### src/hw/rtl/spfs_pkg.sv
// shared constants and types for the period recovery block
`default_nettype none
package spfs_pkg;
	localparam int MOD_BITS_DEF = 16;
	localparam logic [15:0] MODULUS_RST = 16'd15;
	localparam logic [31:0] LCM_MAX = 32'hFFFF_FFFF;
	// divider operation request
	typedef struct packed {
		logic        start;
		logic [64:0] num;
		logic [64:0] den;
	} div_req_t;
	typedef struct packed {
		logic        done;
		logic [64:0] quo;
		logic [64:0] rem;
	} div_rsp_t;
endpackage
`default_nettype wire

### src/hw/rtl/spfs_div.sv
// shared restoring divider, one quotient bit per cycle
`default_nettype none
module spfs_div (
	input  wire logic             clk,
	input  wire logic             arst_n,
	input  spfs_pkg::div_req_t    req,
	output spfs_pkg::div_rsp_t    rsp
);
	import spfs_pkg::*;
	logic [64:0] quo_q;
	logic [64:0] rem_q;
	logic [64:0] den_q;
	logic [6:0]  cnt_q;
	logic        busy_q;
	logic        done_q;
	logic [65:0] trial;

	assign trial = {rem_q, quo_q[64]} - {1'b0, den_q};

	always_ff @(posedge clk or negedge arst_n) begin
		if (!arst_n) begin
			busy_q <= 1'b0;
			done_q <= 1'b0;
			cnt_q  <= '0;
		end else begin
			done_q <= 1'b0;
			if (req.start) begin
				busy_q <= 1'b1;
				cnt_q  <= 7'd65;
			end else if (busy_q) begin
				cnt_q <= cnt_q - 7'd1;
				if (cnt_q == 7'd1) begin
					busy_q <= 1'b0;
					done_q <= 1'b1;
				end
			end
		end
	end

	always_ff @(posedge clk) begin
		if (req.start) begin
			quo_q <= req.num;
			rem_q <= '0;
			den_q <= req.den;
		end else if (busy_q) begin
			if (!trial[65]) begin
				rem_q <= trial[64:0];
				quo_q <= {quo_q[63:0], 1'b1};
			end else begin
				rem_q <= {rem_q[63:0], quo_q[64]};
				quo_q <= {quo_q[63:0], 1'b0};
			end
		end
	end

	assign rsp.done = done_q;
	assign rsp.quo  = quo_q;
	assign rsp.rem  = rem_q;
endmodule
`default_nettype wire

### config.mk
export PLATFORM = sky130hd
export DESIGN_NAME = spfs_div
export DESIGN_NICKNAME = d
export VERILOG_FILES = /design/src/hw/rtl/spfs_pkg.sv /design/src/hw/rtl/spfs_div.sv
export SDC_FILE = /design/constraint.sdc
export NUM_CORES = 1
export LEC_CHECK = 0
export BUFFER_PORTS_ARGS = -buffer_cell sky130_fd_sc_hd__buf_4
export CAP_MARGIN = 5
export CORE_MARGIN = 5
export CORE_UTILIZATION = 50
export CTS_CLUSTER_DIAMETER = 120
export DETAILED_ROUTE_END_ITERATION = 6
export PLACE_DENSITY = 0.76
export SETUP_SLACK_MARGIN = 0.4
export SLEW_MARGIN = 0
export SYNTH_ARGS = -nofsm -noshare
export SYNTH_HDL_FRONTEND = slang
export SYNTH_SLANG_ARGS = --single-unit
### constraint.sdc
create_clock -name clk -period 4.2 [get_ports clk]
set_clock_uncertainty 0.05 [all_clocks]
set_input_delay 0.21 -clock clk [delete_from_list [all_inputs] [get_ports clk]]
set_output_delay 0.21 -clock clk [all_outputs]
set_load 0.005 [all_outputs]
**Word level (Yosys, flattened, before mapping)**

Cells that the tools add are included.
Widths: inputs -> output; s select.

- Output and inout port bits: 131
- Bits in registers: 204
- Input bits: 133
- Logic and storage cells: 22

- Equal/unequal tests: 1
- Reductions and logical operators: 1
- Muxes and demuxes: 12
- $add $sub $neg: 2

Operators with widths:

| operator | number |
|---|---|
| $mux 65 | 3 |
| $sub 66x65->66 | 1 |
| $mux 7 | 2 |
| $eq 7x1->1 const B | 1 |
| $mux 1 | 7 |
| $sub 7x1->7 const B | 1 |
| $reduce_bool 2->1 | 1 |

**Longest topological paths before layout**

Gate-level depths: netlist of run 1.

- Word-level depth: 4
- Gate-level depth with buffers: 14
- Depth with buffers taken out: 13

**Worst setup path before layout of run 1**

OpenSTA, ideal clock, no wires.

- Path kind: register to register
- Start point: register quo_q[64]
- End point: register rem_q[52]
- Cell stages (with the launch flop): 14
- Required time: 4.059 ns
- Clock period less this slack: 3.066 ns
- Slack: 1.134 ns
- Buffers on the path: 0
- Data arrival time: 2.925 ns
- Library setup time: 0.091 ns
- Path through: edfxtp_1 -> inv_1 -> ha_1 -> fa_1 -> nand2b_1 -> a21o_1 -> a21o_1 -> a31oi_1 -> a21oi_1 -> or4_1 -> nand3_1 -> xor2_1 -> nand2_1 -> a311oi_1

- Word-level cells in the longest chain between the ends: 2

RTL lines:

| element | line | text |
|---|---|---|
| start: declaration | spfs_div.sv:10 | `logic [64:0] quo_q;` |
| start signal: assignment | spfs_div.sv:42 | `quo_q <= req.num;` |
| start signal: assignment | spfs_div.sv:48 | `quo_q <= {quo_q[63:0], 1'b1};` |
| start signal: assignment | spfs_div.sv:51 | `quo_q <= {quo_q[63:0], 1'b0};` |
| $sub 66x65->66 | spfs_div.sv:18 | `assign trial = {rem_q, quo_q[64]} - {1'b0, den_q};` |
| $mux 65 | spfs_div.sv:46 | `if (!trial[65]) begin` |
| end signal: assignment | spfs_div.sv:47 | `rem_q <= trial[64:0];` |
| end signal: assignment | spfs_div.sv:50 | `rem_q <= {rem_q[63:0], quo_q[64]};` |
| end: declaration | spfs_div.sv:11 | `logic [64:0] rem_q;` |

Every way passes these cells.
A chain may end at the register's enable or synchronous reset.

**Worst setup path in the final report of run 1**

- Start point: register rem_q[25]
- End point: register rem_q[23]

- Word-level cells in the longest chain between the ends: 2

RTL lines:

| element | line |
|---|---|
| $sub 66x65->66 | spfs_div.sv:18 |
| $mux 65 | spfs_div.sv:46 |

Every way passes these cells.

==> results of run 1 <==
## state kept, by name (all words and copies together), names as in the netlist
signal and flops:
busy_q 1, cnt_q 7, den_q 65, done_q 1, quo_q 65, rem_q 65
## cell families (layout without fill, tap and decap cells)
group                      count (synthesis)  count (layout)  synth area share
adders and majority gates                 68              68            0.0706
other                                      0               3                 0
and+or+nand+nor                          397             397             0.143
AOI/OAI and AO/OA                        335             335             0.181
muxes                                     66              66            0.0609
buffers and inverters                    154             549            0.0512
DFF                                      204             204             0.447
xor gates and xnor gates                  62              64            0.0459
## critical path: cells and delay by family (launching register included)
kind	cells	cell delay [ns]
xor gates and xnor gates	1	0.31
AOI/OAI and AO/OA	5	1.40
DFF	1	0.34
and+or+nand+nor	3	0.48
adders and majority gates	1	0.43
buffers and inverters	2	0.47
## final cells by class
cell class                 instances  share of cell area
antenna                            3            0.000452
clock buffer                      36              0.0395
clock inverter                     8             0.00460
inverter                          88              0.0199
multi-input combinational        930               0.373
sequential                       204               0.328
tap                              324              0.0244
timing repair buffer             417               0.211
## cell usage in the layout (no fill, tap or decap), drive strengths merged, types with 20 or more instances in the layout
master       count
nand2          181
dlygate4sd3    132
mux2            64
xnor2           38
o21ai           59
a211oi          20
nor3            24
clkbuf          36
a311oi          38
nor2           107
dfxtp           65
buf            285
inv             87
ha              67
a21oi          109
nand4           25
xor2            26
edfxtp         130
## through the flow
| step | power [uW] | setup WS (ns) | hold WS (ns) |
|---|---|---|---|
| after floorplan | 5840 | 1.13 | -0.136 |
| after global placement | 7220 | 0.295 | -0.0104 |
| after detailed placement | 7290 | 0.115 | -0.00980 |
| after CTS | 9570 | 0.493 | 0.137 |
| after global routing | 10300 | 0.432 | 0.166 |
| final | 9670 | 0.598 | 0.131 |
## power groups by stage
stage | Sequential (uW) | Clock (uW) | Combinational (uW)
2_1_floorplan | 2970 | 0 | 2860
3_3_place_gp | 3050 | 0 | 4180
3_5_place_dp | 3060 | 0 | 4240
4_1_cts | 3040 | 2010 | 4520
5_1_grt | 3110 | 2110 | 5090
6_report | 3060 | 1980 | 4630
## worst paths after layout
check	startpoint	to	depth (start not counted)
worst min register to register	rem_q[7]$_SDFFE_PP0P_	rem_q[8]$_SDFFE_PP0P_	2
worst max register to register	rem_q[25]$_SDFFE_PP0P_	rem_q[23]$_SDFFE_PP0P_	12
max in group asynchronous	arst_n	busy_q$_DFF_PN0_	3
worst max-delay path	rem_q[25]$_SDFFE_PP0P_	rem_q[23]$_SDFFE_PP0P_	12
min in group asynchronous	arst_n	busy_q$_DFF_PN0_	3
worst min-delay path	req[130]	rem_q[1]$_SDFFE_PP0P_	2
## routing by layer
layer  global-route usage  vias to the layer above  wire, um
li1                     -                     5446         -
met2                0.458                      465     18600
met3               0.0624                       85      3010
met1                0.341                     5358     15800
met5                    0                        -         0
met4               0.0875                        0      1370
## timing repair
| item | 4_1_cts | 5_1_grt |
|---|---|---|
| setup buffers | 6 | 3 |
| hold buffers | 132 | 0 |
| resized for setup | 2 | 3 |
| cloned | 2 | 0 |
| pin swaps | 2 | 1 |
| hold endpoints to repair | 139 | 0 |
| setup endpoints to repair | 53 | 49 |
==> run_results.csv, run 1 <==
group,metric,value,unit
status,status,"completed",
synthesis,avgSynthCellArea,9.45,um2
timing,final-max-slew-violation-count,0,
layout,final_util,0.688,
critical_path,critPathMaxStageDelay,0.54,ns
clocking,cts_buffers,24,
global_routing,grt_pass1_vias,11600,
placement,dpl.cell_count,1820,
layout,register_area,5430,um2
critical_path,path_cells,"ha_1, a21oi_1, o21ai_1, a221oi_1, nand2_1, nor4_2, o21ai_4, buf_12, xnor2_4, buf_4, nand2_1, a311oi_1",
synthesis,yosysUniqueCellTypes,68,
power_and_ir_drop,seqPwrFrac,0.316,
clocking,root_buffer,"clkbuf_16",
placement,hpwl,25900,um
timing,period_minus_slack,3.60,ns
synthesis,async_flop_share,0.0441,
critical_path,slowest_stage,"a221oi_1",
layout,layout.nets,1866,
route,wl,38800,um
critical_path,crit_path_max_fanout,18,
layout,layoutNonFillerInstCount,2010,
power_and_ir_drop,internal-power,5810,uW
timing,max_freq,278,MHz
clocking,htreeDepth,1,
power_and_ir_drop,swShare,0.399,
route,drc_errors,0,
synthesis,synth_largest_area_cell,"edfxtp_1",
die,row_count,57,
die,io_pins,264,
synthesis,synth.most_common_cell,"nand2_1",
die,die_h,166,um
clocking,clock_latency,0.53,ns
power_and_ir_drop,p_per_area,583,nW/um2
route,wl_per_cell,19.3,um
timing,rsz0062_at_grt,"false",
synthesis,synth_common_cells,"nand2_1, edfxtp_1, a21oi_1, nor2_1, inv_1",
die,die_area,27500,um2
timing,period_share,0.858,
route,num_vias,11400,
layout,drive_gt1_frac,0.234,
critical_path,crit_arrival,3.97,ns
min_path,min_path_type,"in2reg",
power_and_ir_drop,p_clk_frac,0.205,
flow_run,drv_cap,0,
placement,place_congestion,0.966,
placement,portBuffers,263,
clocking,cts_tree,"built",
route,drtIter0Drc,793,
critical_path,crit_required,4.57,ns
route,vias_per_cell,5.65,
synthesis,synth_top_cell_area_share,0.321,
layout,syn2layout_area_growth,36.5,%
synthesis,synth_nets,1487,
clocking,clk_path_buf_depth,3,
global_routing,grt_max_degree,80,
global_routing,grt_pass1_wl,61400,um
route,ant_nets,0,
layout,fillers,1843,
layout,design_area,16600,um2
timing,relSlewSlack,0.407,
synthesis,ys_seq_area_frac,0.447,
timing,fin_tns_setup,0,ns
synthesis,synth_area,12200,um2
die,die_w,166,um
critical_path,start_kind,"flip-flop",
critical_path,crit_type,"reg2reg",
critical_path,rrSetupSlack,0.60,ns
synthesis,netlist_instances,1286,
clocking,cts.reportedPaths.clkPinSlew,0.06,ns
clocking,clock_sinks,204,
critical_path,crit_path_frequent_cell,"nand2_1",
power_and_ir_drop,irDropWorstVdd,0.000378,V
critical_path,end_kind,"flip-flop",
synthesis,synth-main-ff-cell,"edfxtp_1",
timing,setup_viol,0,
die,initial_core_util,0.504,
timing,hold_viol,0,
power_and_ir_drop,p_leak,0.00716,uW
synthesis,ys_warn_count,0,
synthesis,synth_enable_flop_cells,130,
synthesis,synth-seq-cells,204,
global_routing,grt_usage,0.269,
route,dr.pass1.iters,5,
die,core,24100,um2
power_and_ir_drop,p_switching,3860,uW
timing,worst_pin_slew,0.887,ns
layout,multiInputGateArea,6190,um2
placement,place_area,14400,um2
power_and_ir_drop,power_frac_comb,0.479,
global_routing,grt_antenna_before_repair,3,
synthesis,synth_area_leaders,"edfxtp_1, dfxtp_1, ha_1",
global_routing,grt.overflow.total,0,
No activity file was read; power rests on OpenSTA's default activity.
==> run 2: changes to the inputs <==
CORE_MARGIN = 10   (was 5)
CORE_UTILIZATION = 40   (was 50)
PLACE_DENSITY = 0.64   (was 0.76)
==> run_results.csv, run 2 (synthesis gave the netlist of run 1 again) <==
group,metric,value,unit
status,status,"completed",
layout,design_area,16700,um2
min_path,min_path_type,"in2reg",
die,row_count,63,
timing,relSlewSlack,0.442,
global_routing,grt_antenna_before_repair,3,
placement,hpwl,29800,um
clocking,cts_buffers,25,
layout,layout_commonest_cell,"buf_4",
layout,layout.nets,1859,
clocking,root_buffer,"clkbuf_16",
timing,period_share,0.846,
clocking,clock_sinks,204,
layout,top_regs,"den_q x65, quo_q x65, rem_q x65",
critical_path,r2r_end,"rem_q[54]$_SDFFE_PP0P_",
layout,fillers,2603,
layout,register_area,5430,um2
route,dr.pass1.iters,5,
die,initial_core_util,0.408,
critical_path,reg2reg_from,"den_q[6]$_DFFE_PP_",
critical_path,start_kind,"flip-flop",
layout,final_util,0.560,
layout,final_cell_mix,"buf_4, nand2_1, dlygate4sd3_1",
layout,drive_gt1_frac,0.234,
route,wl_per_cell,19.7,um
min_path,holdCritStartpoint,"req[130]",
power_and_ir_drop,p_leak,0.00717,uW
clocking,clk_path_buf_depth,3,
timing,hold_viol,0,
route,wl,40800,um
critical_path,crit_type,"reg2reg",
clocking,clock_latency,0.54,ns
global_routing,grt_pass1_wl,64100,um
route,ant_nets,0,
route,drtIter0Drc,750,
timing,final-max-slew-violation-count,0,
critical_path,crit_required,4.61,ns
critical_path,crit_arrival,3.97,ns
placement,place_area,14500,um2
route,drc_errors,0,
power_and_ir_drop,irDropWorstVdd,0.000402,V
die,die_area,37800,um2
placement,dpl.cell_count,1884,
flow_run,drv_cap,0,
die,die_w,194,um
clocking,htreeDepth,1,
power_and_ir_drop,p_per_area,584,nW/um2
timing,fin_tns_setup,0,ns
placement,place_congestion,0.927,
timing,max_freq,281,MHz
layout,multiInputGateArea,6160,um2
critical_path,rrSetupSlack,0.65,ns
min_path,whs_endpoint,"den_q[6]$_DFFE_PP_",
layout,syn2layout_area_growth,37.3,%
route,num_vias,11100,
critical_path,crit_path_max_fanout,7,
die,io_pins,264,
critical_path,end_kind,"flip-flop",
timing,rsz0062_at_grt,"false",
global_routing,grt.overflow.total,0,
global_routing,grt_usage,0.205,
timing,setup_viol,0,
critical_path,rr_worst_depth,12,
global_routing,grt_max_degree,115,
layout,layoutNonFillerInstCount,2070,
min_path,hold_depth,1,
clocking,cts.reportedPaths.clkPinSlew,0.06,ns
timing,period_minus_slack,3.55,ns
die,core,29800,um2
clocking,cts_tree,"built",
global_routing,grt_pass1_vias,11300,
placement,portBuffers,263,
route,vias_per_cell,5.38,
timing,worst_pin_slew,0.837,ns
die,die_h,194,um
[run 2: timing repair]
item / in CTS / in global routing
buffers inserted: 0 / 4
endpoints found under the hold margin: 139 / 0
gates resized for setup: 0 / 3
endpoints found under the setup margin: 0 / 47
hold buffers: 132 / 0
[run 2: final cells by class]
type,count,share of cell area
Antenna cell,3,0.000450
Clock inverter,11,0.00435
Inverter,88,0.0198
Sequential cell,204,0.326
Clock buffer,35,0.0428
Multi-Input combinational cell,929,0.369
Timing Repair Buffer,410,0.209
Tap cell,390,0.0292
[run 2: through the flow]
stage	total power, uW	setup slack (ns)	hold WS (ns)
3_5_place_dp	7420	0.444	-0.0109
2_1_floorplan	5840	1.13	-0.136
5_1_grt	10400	0.440	0.0727
3_3_place_gp	7380	0.475	-0.00923
4_1_cts	9640	0.416	0.0518
6_report	9750	0.646	0.0743
[run 2: worst max-delay path, cell delays in order, from the launching register on]
cell       delay [ns]
edfxtp_1         0.32
inv_1            0.04
ha_1             0.37
o21ai_1          0.14
a2111oi_0        0.41
o21ai_1          0.19
a21oi_1          0.43
nor4_2           0.12
o21ai_4          0.43
xnor2_4          0.23
nand2_1          0.19
a2111oi_0        0.38
o2bb2ai_1        0.18
[run 2: per-layer routing]
| metal | part of all wire | up-vias | global-route usage |
|---|---|---|---|
| met5 | 0 | - | 0 |
| met1 | 0.43 | 5233 | 0.259 |
| li1 | - | 5442 | - |
| met2 | 0.47 | 411 | 0.339 |
| met3 | 0.087 | 49 | 0.0640 |
| met4 | 0.020 | 0 | 0.0420 |
[run 2: how the worst max path moves through the flow]
stage | from | to | slack [ns] | cells past startpoint
2_1_floorplan | quo_q[64]$_DFFE_PP_ | rem_q[52]$_SDFFE_PP0P_ | 1.13 | 13
3_3_place_gp | den_q[31]$_DFFE_PP_ | rem_q[24]$_SDFFE_PP0P_ | 0.47 | 13
3_5_place_dp | quo_q[64]$_DFFE_PP_ | rem_q[52]$_SDFFE_PP0P_ | 0.44 | 13
4_1_cts | quo_q[64]$_DFFE_PP_ | rem_q[52]$_SDFFE_PP0P_ | 0.42 | 13
5_1_grt | quo_q[64]$_DFFE_PP_ | rem_q[52]$_SDFFE_PP0P_ | 0.44 | 13
6_report | den_q[6]$_DFFE_PP_ | rem_q[54]$_SDFFE_PP0P_ | 0.65 | 12
[run 2: power by group]
group / total [uW] / switching [uW] / internal [uW]
logic: 4610 / 2570 / 2040
clock network: 2070 / 883 / 1190
registers: 3070 / 442 / 2630
